File: src/design/swrm_pkg.sv
// Shared types and constants for the sliding window rate meter.
`default_nettype none

package swrm_pkg;

  localparam int TIME_W       = 32;
  localparam int BYTES_W      = 31;
  localparam int SLOT_BYTES_W = 32;
  localparam int TOTAL_W      = 40;
  localparam int GRAND_W      = 48;
  localparam int AVG_W        = 32;
  localparam int DIVISOR_W    = TIME_W + 1;
  localparam int DIFF_W       = TIME_W + 2;
  localparam int DIV_CNT_W    = $clog2(TOTAL_W);
  localparam int QUEUE_DEPTH  = 2;
  localparam int QPTR_W       = $clog2(QUEUE_DEPTH);

  localparam logic FUNC_RECORD  = 1'b0;
  localparam logic FUNC_RESTART = 1'b1;

  localparam logic [AVG_W-1:0]   AVG_MAX     = 32'h7FFF_FFFF;
  localparam logic [AVG_W-1:0]   AVG_MIN     = 32'h8000_0000;
  localparam logic [TOTAL_W-1:0] AVG_MAX_EXT = 40'h00_7FFF_FFFF;
  localparam logic [TOTAL_W-1:0] AVG_MIN_MAG = 40'h00_8000_0000;

  typedef struct packed {
    logic               func;
    logic [TIME_W-1:0]  now_sec;
    logic [BYTES_W-1:0] byte_count;
  } in_item_t;

  typedef struct packed {
    logic signed [AVG_W-1:0] avg_speed;
    logic [BYTES_W-1:0]      momentary_speed;
    logic [GRAND_W-1:0]      grand_total;
  } out_item_t;

  typedef struct packed {
    logic               func;
    logic [TIME_W-1:0]  now_sec;
    logic [BYTES_W-1:0] byte_count;
    logic [TIME_W-1:0]  slot;
  } cmd_t;

  typedef struct packed {
    logic [SLOT_BYTES_W-1:0] bytes;
    logic [TIME_W-1:0]       slot_time;
  } slot_entry_t;

  typedef enum logic [1:0] {
    F_IDLE,
    F_DIV,
    F_SEND
  } front_state_t;

  typedef enum logic [3:0] {
    B_IDLE,
    B_CHECK,
    B_LOOKUP2,
    B_ADVANCE,
    B_UPDATE,
    B_RESTART,
    B_DIV_START,
    B_DIV_WAIT,
    B_EMIT
  } back_state_t;

endpackage

`default_nettype wire

File: src/design/swrm_front.sv
// Front part: accepts items and works out the time slot of each one.
`default_nettype none

module swrm_front #(
  parameter int SLOT_SECONDS = 1
) (
  input  wire logic             clk,
  input  wire logic             rst,
  input  wire logic             push,
  output logic                  full,
  input  wire swrm_pkg::in_item_t item,
  output logic                  q_push,
  input  wire logic             q_full,
  output swrm_pkg::cmd_t        q_data
);

  // The slot is the product with a rounded-up reciprocal, exact for every 32-bit time.
  localparam int SHIFT  = swrm_pkg::TIME_W + $clog2(SLOT_SECONDS);
  localparam int PROD_W = SHIFT + swrm_pkg::TIME_W;
  localparam longint unsigned RECIP =
    ((64'd1 << SHIFT) + 64'(SLOT_SECONDS) - 64'd1) / 64'(SLOT_SECONDS);
  localparam logic [PROD_W-1:0] RECIP_EXT = PROD_W'(RECIP);

  swrm_pkg::front_state_t state, state_next;
  swrm_pkg::in_item_t     hold;
  logic [swrm_pkg::TIME_W-1:0] quo;
  logic [PROD_W-1:0]           prod;

  assign prod = {{(PROD_W - swrm_pkg::TIME_W){1'b0}}, hold.now_sec} * RECIP_EXT;

  always_comb begin
    state_next = state;
    case (state)
      swrm_pkg::F_IDLE: if (push) state_next = swrm_pkg::F_DIV;
      swrm_pkg::F_DIV:  state_next = swrm_pkg::F_SEND;
      swrm_pkg::F_SEND: if (!q_full) state_next = swrm_pkg::F_IDLE;
      default: state_next = swrm_pkg::F_IDLE;
    endcase
  end

  always_comb begin
    full   = (state != swrm_pkg::F_IDLE);
    q_push = (state == swrm_pkg::F_SEND);
  end

  assign q_data.func       = hold.func;
  assign q_data.now_sec    = hold.now_sec;
  assign q_data.byte_count = hold.byte_count;
  assign q_data.slot       = quo;

  always_ff @(posedge clk) begin
    if (rst) begin
      state <= swrm_pkg::F_IDLE;
    end else begin
      state <= state_next;
    end
  end

  always_ff @(posedge clk) begin
    case (state)
      swrm_pkg::F_IDLE: begin
        hold <= item;
      end
      swrm_pkg::F_DIV: begin
        quo <= prod[SHIFT +: swrm_pkg::TIME_W];
      end
      default: begin
      end
    endcase
  end

endmodule

`default_nettype wire

File: src/design/swrm_queue.sv
// Short queue of classified items between the front and back parts.
`default_nettype none

module swrm_queue (
  input  wire logic           clk,
  input  wire logic           rst,
  input  wire logic           push,
  output logic                full,
  input  wire swrm_pkg::cmd_t wr_data,
  input  wire logic           pop,
  output logic                empty,
  output swrm_pkg::cmd_t      rd_data
);

  swrm_pkg::cmd_t entries [swrm_pkg::QUEUE_DEPTH];
  logic [swrm_pkg::QPTR_W-1:0] wr_ptr;
  logic [swrm_pkg::QPTR_W-1:0] rd_ptr;
  logic [swrm_pkg::QPTR_W:0]   count;
  logic                        do_push;
  logic                        do_pop;

  assign full    = (count == (swrm_pkg::QPTR_W + 1)'(swrm_pkg::QUEUE_DEPTH));
  assign empty   = (count == '0);
  assign do_push = push && !full;
  assign do_pop  = pop && !empty;
  assign rd_data = entries[rd_ptr];

  always_ff @(posedge clk) begin
    if (rst) begin
      wr_ptr <= '0;
      rd_ptr <= '0;
      count  <= '0;
    end else begin
      if (do_push) begin
        wr_ptr <= (wr_ptr == swrm_pkg::QPTR_W'(swrm_pkg::QUEUE_DEPTH - 1)) ? '0 : wr_ptr + 1'b1;
      end
      if (do_pop) begin
        rd_ptr <= (rd_ptr == swrm_pkg::QPTR_W'(swrm_pkg::QUEUE_DEPTH - 1)) ? '0 : rd_ptr + 1'b1;
      end
      if (do_push && !do_pop) begin
        count <= count + 1'b1;
      end else if (do_pop && !do_push) begin
        count <= count - 1'b1;
      end
    end
  end

  always_ff @(posedge clk) begin
    if (do_push) begin
      entries[wr_ptr] <= wr_data;
    end
  end

endmodule

`default_nettype wire

File: src/design/swrm_div.sv
// Restoring divider that produces one quotient bit per cycle.
`default_nettype none

module swrm_div (
  input  wire logic                           clk,
  input  wire logic                           rst,
  input  wire logic                           start,
  input  wire logic [swrm_pkg::TOTAL_W-1:0]   dividend,
  input  wire logic [swrm_pkg::DIVISOR_W-1:0] divisor,
  output logic                                done,
  output logic [swrm_pkg::TOTAL_W-1:0]        quotient
);

  logic                                busy;
  logic [swrm_pkg::DIV_CNT_W-1:0]      cnt;
  logic [swrm_pkg::DIVISOR_W-1:0]      dvs;
  logic [swrm_pkg::DIVISOR_W-1:0]      rem;
  logic [swrm_pkg::DIVISOR_W:0]        trial;
  logic                                ge;

  assign trial = {rem, quotient[swrm_pkg::TOTAL_W-1]};
  assign ge    = (trial >= {1'b0, dvs});

  always_ff @(posedge clk) begin
    if (rst) begin
      busy <= 1'b0;
      done <= 1'b0;
    end else begin
      done <= 1'b0;
      if (start) begin
        busy <= 1'b1;
      end else if (busy && (cnt == swrm_pkg::DIV_CNT_W'(swrm_pkg::TOTAL_W - 1))) begin
        busy <= 1'b0;
        done <= 1'b1;
      end
    end
  end

  always_ff @(posedge clk) begin
    if (start) begin
      quotient <= dividend;
      dvs      <= divisor;
      rem      <= '0;
      cnt      <= '0;
    end else if (busy) begin
      quotient <= {quotient[swrm_pkg::TOTAL_W-2:0], ge};
      rem      <= ge ? swrm_pkg::DIVISOR_W'(trial - {1'b0, dvs})
                     : swrm_pkg::DIVISOR_W'(trial);
      cnt      <= cnt + 1'b1;
    end
  end

endmodule

`default_nettype wire

File: src/design/swrm_back.sv
// Back part: slot ring, window totals, speed division and the result register.
`default_nettype none

module swrm_back #(
  parameter int SLOT_COUNT   = 32,
  parameter int SLOT_SECONDS = 1
) (
  input  wire logic           clk,
  input  wire logic           rst,
  input  wire logic           q_empty,
  output logic                q_pop,
  input  wire swrm_pkg::cmd_t q_data,
  output logic                empty,
  input  wire logic           pop,
  output swrm_pkg::out_item_t result
);

  localparam int IW   = $clog2(SLOT_COUNT);
  localparam int SS_W = $clog2(SLOT_SECONDS + 1);
  localparam int SC_W = swrm_pkg::TIME_W + SS_W;

  swrm_pkg::back_state_t state, state_next;
  swrm_pkg::cmd_t        cmd;
  swrm_pkg::slot_entry_t mem [SLOT_COUNT];
  swrm_pkg::slot_entry_t rdata;
  swrm_pkg::slot_entry_t wdata;
  logic                  rd_valid;
  logic [SLOT_COUNT-1:0] valid;
  logic [IW-1:0]         idx;
  logic [swrm_pkg::TIME_W-1:0]       fill_time;
  logic [swrm_pkg::SLOT_BYTES_W-1:0] cur_bytes;
  logic [swrm_pkg::TIME_W-1:0]       cur_time;
  logic [swrm_pkg::SLOT_BYTES_W-1:0] sb;
  logic [swrm_pkg::TIME_W-1:0]       st;
  logic [swrm_pkg::TOTAL_W-1:0]      total;
  logic [swrm_pkg::TIME_W-1:0]       start_slot;
  logic [swrm_pkg::TIME_W-1:0]       stamp;
  logic [swrm_pkg::BYTES_W-1:0]      sec_bytes;
  logic [swrm_pkg::GRAND_W-1:0]      all_bytes;
  logic [swrm_pkg::SLOT_BYTES_W-1:0] room;
  logic [swrm_pkg::SLOT_BYTES_W-1:0] bytes_ext;
  logic [swrm_pkg::SLOT_BYTES_W-1:0] taken;
  logic [swrm_pkg::BYTES_W-1:0]      sec_base;
  logic [swrm_pkg::BYTES_W:0]        sec_sum;
  logic [SC_W-1:0]                   scaled;
  logic [swrm_pkg::DIFF_W-1:0]       diff;
  logic [swrm_pkg::DIFF_W-1:0]       diff_mag;
  logic                              diff_zero;
  logic                              diff_neg;
  logic                              div_start;
  logic                              div_done;
  logic [swrm_pkg::TOTAL_W-1:0]      quo;
  logic [swrm_pkg::AVG_W-1:0]        avg;
  logic                              mem_we;
  logic                              load;
  logic                              res_valid;

  assign cur_bytes = rd_valid ? rdata.bytes : '0;
  assign cur_time  = rd_valid ? rdata.slot_time : fill_time;

  assign room      = ~sb;
  assign bytes_ext = {1'b0, cmd.byte_count};
  assign taken     = (bytes_ext < room) ? bytes_ext : room;
  assign wdata.bytes     = sb + taken;
  assign wdata.slot_time = st;

  assign sec_base = (cmd.now_sec != stamp) ? '0 : sec_bytes;
  assign sec_sum  = {1'b0, sec_base} + {1'b0, cmd.byte_count};

  assign scaled   = {{SS_W{1'b0}}, start_slot} * {{swrm_pkg::TIME_W{1'b0}}, SS_W'(SLOT_SECONDS)};
  assign diff     = {2'b00, cmd.now_sec} - {1'b0, scaled[swrm_pkg::TIME_W:0]};
  assign diff_mag = diff[swrm_pkg::DIFF_W-1] ? (~diff + 1'b1) : diff;

  swrm_div u_div (
    .clk      (clk),
    .rst      (rst),
    .start    (div_start),
    .dividend (total),
    .divisor  (diff_mag[swrm_pkg::DIVISOR_W-1:0]),
    .done     (div_done),
    .quotient (quo)
  );

  always_comb begin
    if (diff_zero) begin
      avg = '0;
    end else if (diff_neg) begin
      avg = (quo > swrm_pkg::AVG_MIN_MAG) ? swrm_pkg::AVG_MIN
                                          : (~quo[swrm_pkg::AVG_W-1:0] + 1'b1);
    end else begin
      avg = (quo > swrm_pkg::AVG_MAX_EXT) ? swrm_pkg::AVG_MAX : quo[swrm_pkg::AVG_W-1:0];
    end
  end

  always_comb begin
    state_next = state;
    case (state)
      swrm_pkg::B_IDLE: begin
        if (!q_empty) begin
          state_next = (q_data.func == swrm_pkg::FUNC_RESTART) ? swrm_pkg::B_RESTART
                                                               : swrm_pkg::B_CHECK;
        end
      end
      swrm_pkg::B_CHECK: begin
        state_next = (cmd.slot > cur_time) ? swrm_pkg::B_LOOKUP2 : swrm_pkg::B_UPDATE;
      end
      swrm_pkg::B_LOOKUP2:   state_next = swrm_pkg::B_ADVANCE;
      swrm_pkg::B_ADVANCE:   state_next = swrm_pkg::B_UPDATE;
      swrm_pkg::B_UPDATE:    state_next = swrm_pkg::B_DIV_START;
      swrm_pkg::B_RESTART:   state_next = swrm_pkg::B_DIV_START;
      swrm_pkg::B_DIV_START: state_next = swrm_pkg::B_DIV_WAIT;
      swrm_pkg::B_DIV_WAIT:  if (div_done) state_next = swrm_pkg::B_EMIT;
      swrm_pkg::B_EMIT:      if (!res_valid || pop) state_next = swrm_pkg::B_IDLE;
      default:               state_next = swrm_pkg::B_IDLE;
    endcase
  end

  always_comb begin
    q_pop     = (state == swrm_pkg::B_IDLE) && !q_empty;
    mem_we    = (state == swrm_pkg::B_UPDATE);
    div_start = (state == swrm_pkg::B_DIV_START);
    load      = (state == swrm_pkg::B_EMIT) && (!res_valid || pop);
    empty     = !res_valid;
  end

  always_ff @(posedge clk) begin
    if (mem_we) begin
      mem[idx] <= wdata;
    end
    rdata    <= mem[idx];
    rd_valid <= valid[idx];
  end

  always_ff @(posedge clk) begin
    if (rst) begin
      state      <= swrm_pkg::B_IDLE;
      valid      <= '0;
      idx        <= '0;
      fill_time  <= '0;
      total      <= '0;
      start_slot <= '0;
      stamp      <= '0;
      sec_bytes  <= '0;
      all_bytes  <= '0;
      res_valid  <= 1'b0;
    end else begin
      state <= state_next;
      case (state)
        swrm_pkg::B_CHECK: begin
          if (cmd.slot > cur_time) begin
            idx <= (idx == IW'(SLOT_COUNT - 1)) ? '0 : idx + 1'b1;
          end
        end
        swrm_pkg::B_ADVANCE: begin
          total      <= total - {{(swrm_pkg::TOTAL_W - swrm_pkg::SLOT_BYTES_W){1'b0}}, cur_bytes};
          start_slot <= cur_time;
        end
        swrm_pkg::B_UPDATE: begin
          if (total == '0) begin
            start_slot <= cmd.slot;
          end
          total      <= total + {{(swrm_pkg::TOTAL_W - swrm_pkg::SLOT_BYTES_W){1'b0}}, taken};
          valid[idx] <= 1'b1;
          stamp      <= cmd.now_sec;
          sec_bytes  <= sec_sum[swrm_pkg::BYTES_W] ? '1 : sec_sum[swrm_pkg::BYTES_W-1:0];
          all_bytes  <= all_bytes
                      + {{(swrm_pkg::GRAND_W - swrm_pkg::BYTES_W){1'b0}}, cmd.byte_count};
        end
        swrm_pkg::B_RESTART: begin
          valid      <= '0;
          fill_time  <= cmd.slot;
          idx        <= '0;
          total      <= '0;
          start_slot <= cmd.slot;
          stamp      <= '0;
          sec_bytes  <= '0;
        end
        default: begin
        end
      endcase
      if (load) begin
        res_valid <= 1'b1;
      end else if (pop && res_valid) begin
        res_valid <= 1'b0;
      end
    end
  end

  always_ff @(posedge clk) begin
    if (q_pop) begin
      cmd <= q_data;
    end
    case (state)
      swrm_pkg::B_CHECK: begin
        sb <= cur_bytes;
        st <= cur_time;
      end
      swrm_pkg::B_ADVANCE: begin
        sb <= '0;
        st <= cmd.slot;
      end
      swrm_pkg::B_DIV_START: begin
        diff_zero <= (diff == '0);
        diff_neg  <= diff[swrm_pkg::DIFF_W-1];
      end
      default: begin
      end
    endcase
    if (load) begin
      result.avg_speed       <= avg;
      result.momentary_speed <= (cmd.now_sec == stamp) ? sec_bytes : '0;
      result.grand_total     <= all_bytes;
    end
  end

endmodule

`default_nettype wire

File: src/design/sliding_window_rate_meter.sv
// Top level of the sliding window rate meter.
`default_nettype none

// Each item either records a byte reading at a time in seconds or restarts the
// speed window, and each item yields one result with the average speed over the
// window, the bytes in the current second and the grand byte total. The front
// part works out the time slot with a multiplication by the reciprocal of
// SLOT_SECONDS and takes no new item until the last one is in the queue; a
// two-entry queue lets it run ahead of the back part. In the back part the
// 40-step speed divider sets most of the time per item; a reading takes longer
// than a restart, and longer still when the ring advances. The slot ring
// is a memory with a valid bit per slot, so a restart or reset clears it at once
// and there is no clearing pass. The result register lets the next item be
// taken while a finished result waits for pop.
module sliding_window_rate_meter #(
  parameter int SLOT_COUNT   = 32,
  parameter int SLOT_SECONDS = 1
) (
  input  wire logic               clk,
  input  wire logic               rst,
  input  wire logic               push,
  output logic                    full,
  input  wire swrm_pkg::in_item_t item,
  output logic                    empty,
  input  wire logic               pop,
  output swrm_pkg::out_item_t     result
);

  logic           fq_push;
  logic           fq_full;
  swrm_pkg::cmd_t fq_data;
  logic           bq_pop;
  logic           bq_empty;
  swrm_pkg::cmd_t bq_data;

  swrm_front #(
    .SLOT_SECONDS (SLOT_SECONDS)
  ) u_front (
    .clk    (clk),
    .rst    (rst),
    .push   (push),
    .full   (full),
    .item   (item),
    .q_push (fq_push),
    .q_full (fq_full),
    .q_data (fq_data)
  );

  swrm_queue u_queue (
    .clk     (clk),
    .rst     (rst),
    .push    (fq_push),
    .full    (fq_full),
    .wr_data (fq_data),
    .pop     (bq_pop),
    .empty   (bq_empty),
    .rd_data (bq_data)
  );

  swrm_back #(
    .SLOT_COUNT   (SLOT_COUNT),
    .SLOT_SECONDS (SLOT_SECONDS)
  ) u_back (
    .clk     (clk),
    .rst     (rst),
    .q_empty (bq_empty),
    .q_pop   (bq_pop),
    .q_data  (bq_data),
    .empty   (empty),
    .pop     (pop),
    .result  (result)
  );

endmodule

`default_nettype wire
File: config.mk
export PLATFORM = sky130hd
export DESIGN_NAME = sliding_window_rate_meter
export DESIGN_NICKNAME = d
export VERILOG_FILES = /design/src/design/swrm_pkg.sv /design/src/design/swrm_front.sv /design/src/design/swrm_queue.sv /design/src/design/swrm_div.sv /design/src/design/swrm_back.sv /design/src/design/sliding_window_rate_meter.sv
export SDC_FILE = /design/constraint.sdc
export NUM_CORES = 2
export LEC_CHECK = 0
export BUFFER_PORTS_ARGS = -buffer_cell sky130_fd_sc_hd__buf_4
export CAP_MARGIN = 25
export CORE_UTILIZATION = 50
export DETAILED_ROUTE_END_ITERATION = 7
export PLACE_DENSITY = 0.66
export SLEW_MARGIN = 25
export SYNTH_ARGS = -nofsm -noshare
export SYNTH_HDL_FRONTEND = slang
export SYNTH_SLANG_ARGS = --single-unit
File: constraint.sdc
create_clock -name clk -period 13.2 [get_ports clk]
set_input_delay 1.32 -clock clk [delete_from_list [all_inputs] [get_ports clk]]
set_output_delay 1.32 -clock clk [all_outputs]
set_load 0.01 [all_outputs]
==> flow_summary.ini <==
[status]
status = finished clean

[critical_path]
critPathMaxStageDelay_ns = 0.62
path_buf_inv = 1
cpMaxStageDelayCell = a211oi_1
worst_setup_path_start_kind = register
regToRegSetupSlack_ns = 6.33
r2r-end = u_back.mem[25][62]
crit-reg2reg-launch = u_back.sb[1]
critPathArrivalTime_ns = 7.43
worst_path_most_repeated_cell = o21a_1
critPathRequiredTime_ns = 13.76
crit_fanout = 44
r2r.worst_path.cells = 26
endpoint = u_back.mem[25][62]
crit_family = compound AO/OA/AOI/OAI gates
endpoint_kind = register
cp-startpoint = u_back.sb[1]
cp.depth = 26
critPathKind = reg2reg

[logic_synthesis]
ys_warn_count = 0
ys_types = 92
synth_seq_cells = 3051
synth.avg_cell_area_sq_um = 16.1
seq_area_frac_synth_pct = 69.8
synth-edff-count = 2681
syn_area_sq_um = 126000
synth_top_area_share_pct = 63.9
yosysTopAreaCell = edfxtp_1
async_flop_share_pct = 0
synth.area.top_cells = edfxtp_1 (64%), mux4_2 (9.3%), dfxtp_1 (5.9%), ha_1 (2.7%), a21oi_1 (1.7%)
synth.top_cells.by_count = edfxtp_1 (2681), nand2_1 (565), mux4_2 (520), a21oi_1 (437), nor2_1 (424)
synth_nets = 8186
synth.most_common_cell = edfxtp_1
synthCells = 7838
synth_ff_type = edfxtp_1

[timing]
finClkSkew_ns = 0.0708
rsz0062_at_grt = no
max_freq_mhz = 146
setup_tns_ns = 0
worst_pin_slew_ns = 1.13
slew_headroom_pct = 24.4
setup_violations = 0
fin_crit_ns = 6.87
setup_ws_ns = 6.33
final_max_slew_viol_count = 0
period_share_pct = 52.1
final_hold_viol_count = 0

[clocking]
cts_max_path_buffers = 4
clk_pin_slew_ns = 0.06
root_buffer = clkbuf_16
post_cts_resized = 0
hold_buffers = 0
clock_latency_ns = 0.95
cts_setup_buffers = 0
cts_tree = yes
clock_sinks = 3051
h-tree-depth = 5
cts_made_buffers = 325

[min_path]
hold_path.class = reg2reg

[floorplanning]
initial_core_util_pct = 50.5
io_pins = 181
core_sq_um = 250000
die_w_um = 504
num_rows = 183
die_area_sq_um = 254000
die_height_um = 504

[layout]
syn_to_final_growth_pct = 13.3
nets = 8491
fin_area_sq_um = 143000
final_layout_size_suffix_gt1_share_pct = 18.8

[route]
drtIter0Drc = 9322
routed-via-count = 73732
ant_nets = 0
detail_route.wl_per_cell_um = 29.2
dr.pass1.iters = 8
via_per_inst = 6.28
wl_um = 343000
drc = 0

[power]
power.density_nw_per_um2 = 230
power_frac_seq_pct = 44.4
netSwitchingFraction_pct = 32.5
internal-power_mw = 22.1
pwr-share-comb_pct = 28.1
clockPowerShare_pct = 27.5
fin_total_pwr_mw = 32.8
p_sw_mw = 10.7
ir_worst_vdd_uv = 297
p_leak_nw = 47.7

[global_route]
grt_start_max_net_pins = 114
grt_pass1_wl_um = 496000
antenna_found_initial = 15
grt_pass1_vias = 71260
overflow = 0
groute.usage.overall_pct = 26.6

[job]
max_cap_violations = 0

[placed_design]
routabilityCongestion = 0.902
hpwl_um = 203000
io_buffers = 180
place_area_sq_um = 132000
place_ws_ns = 6.13
final cells by class:
class | count | area (sq um)
sequential | 3051 | 87900
clock inverter | 153 | 1640
timing repair buffer | 347 | 2710
antenna | 12 | 30.0
tap | 3330 | 4170
clock buffer | 424 | 8820
multi-input combinational | 4266 | 36900
inverter | 152 | 571
fill | 18879 | 107000
flip-flops by register name, summed over array words and instances (netlist names), 40 cells and up, named ones only:
signal                 count
u_queue.entries          192
u_back.result            111
u_back.cmd                64
u_back.all_bytes          48
u_front.q_data            64
u_back.rdata              64
u_back.total              40
u_back.mem              2048
u_back.u_div.quotient     40
worst min path at each step:
stage	from	to	slack (ns)	depth (start not counted)
after global placement	u_front.q_data[39]	u_queue.entries[0][39]	0.42	0
after detailed placement	u_front.quo[14]	u_queue.entries[0][14]	0.43	0
after CTS	u_front.q_data[43]	u_queue.entries[1][43]	0.45	0
after global routing	u_front.quo[31]	u_queue.entries[1][31]	0.45	0
after floorplan	u_back.sec_bytes[0]	u_back.sec_bytes[0]	0.42	2
final	u_front.q_data[43]	u_queue.entries[1][43]	0.45	0
routing by layer:
metal  GRT usage [%]  wire length, um  vias to the layer above
met5               0               13                        -
met4            8.52            11700                        2
met3            4.20            31000                      582
met2            41.2           157000                     3692
met1            38.8           143000                    37991
li1                -                -                    31465
power groups by stage:
stage / sequential, mW / combinational, mW / clock, mW
final: 14.6 / 9.22 / 9.02
after global routing: 14.6 / 10.0 / 9.50
after CTS: 14.6 / 9.09 / 9.13
after detailed placement: 14.8 / 9.05 / 0
after global placement: 14.7 / 8.73 / 0
after floorplan: 14.3 / 6.15 / 0
worst reg2reg max path, delay by kind of cell, from the launching register on:
family | cells | cell delay (ns)
compound gates | 16 | 3.21
simple gates | 5 | 1.18
fa+ha+maj | 3 | 0.95
flops | 1 | 0.46
buf+inv | 1 | 0.37
xor+xnor | 1 | 0.35
stage by stage:
step,util (%),hold slack [ns],instances
CTS,57.1,0.447,11719
floorplan,-,0.421,7838
global placement,52.9,0.422,11140
global route,57.2,0.455,11731
detailed placement,52.9,0.432,11142
finish,57.2,0.446,11735
logic make-up (layout without fill, tap and decap cells):
group,count (synthesis),after routing,synth area share [%]
xor+xnor,264,264,1.84
buf+inv,521,1076,1.57
mux,673,673,10.6
simple gates,1645,1645,6.18
flops,3051,3051,69.8
compound gates,1404,1404,7.18
fa+ha+maj,280,280,2.82
other cells,0,12,0
cell usage in the layout, fill, tap and decap left out, drive strengths merged, types with 107 or more instances in the layout:
cell,netlist,final
buf,84,346
nand4,109,109
inv,151,158
o21ai,226,226
mux4,520,520
dfxtp,370,370
ha,274,274
xnor2,138,138
clkbuf,285,425
clkinv,1,107
a22oi,281,281
a21oi,438,438
xor2,126,126
nand2,566,566
a21o,131,131
nor2,424,424
edfxtp,2681,2681
Power figures use the tool's default switching activity.
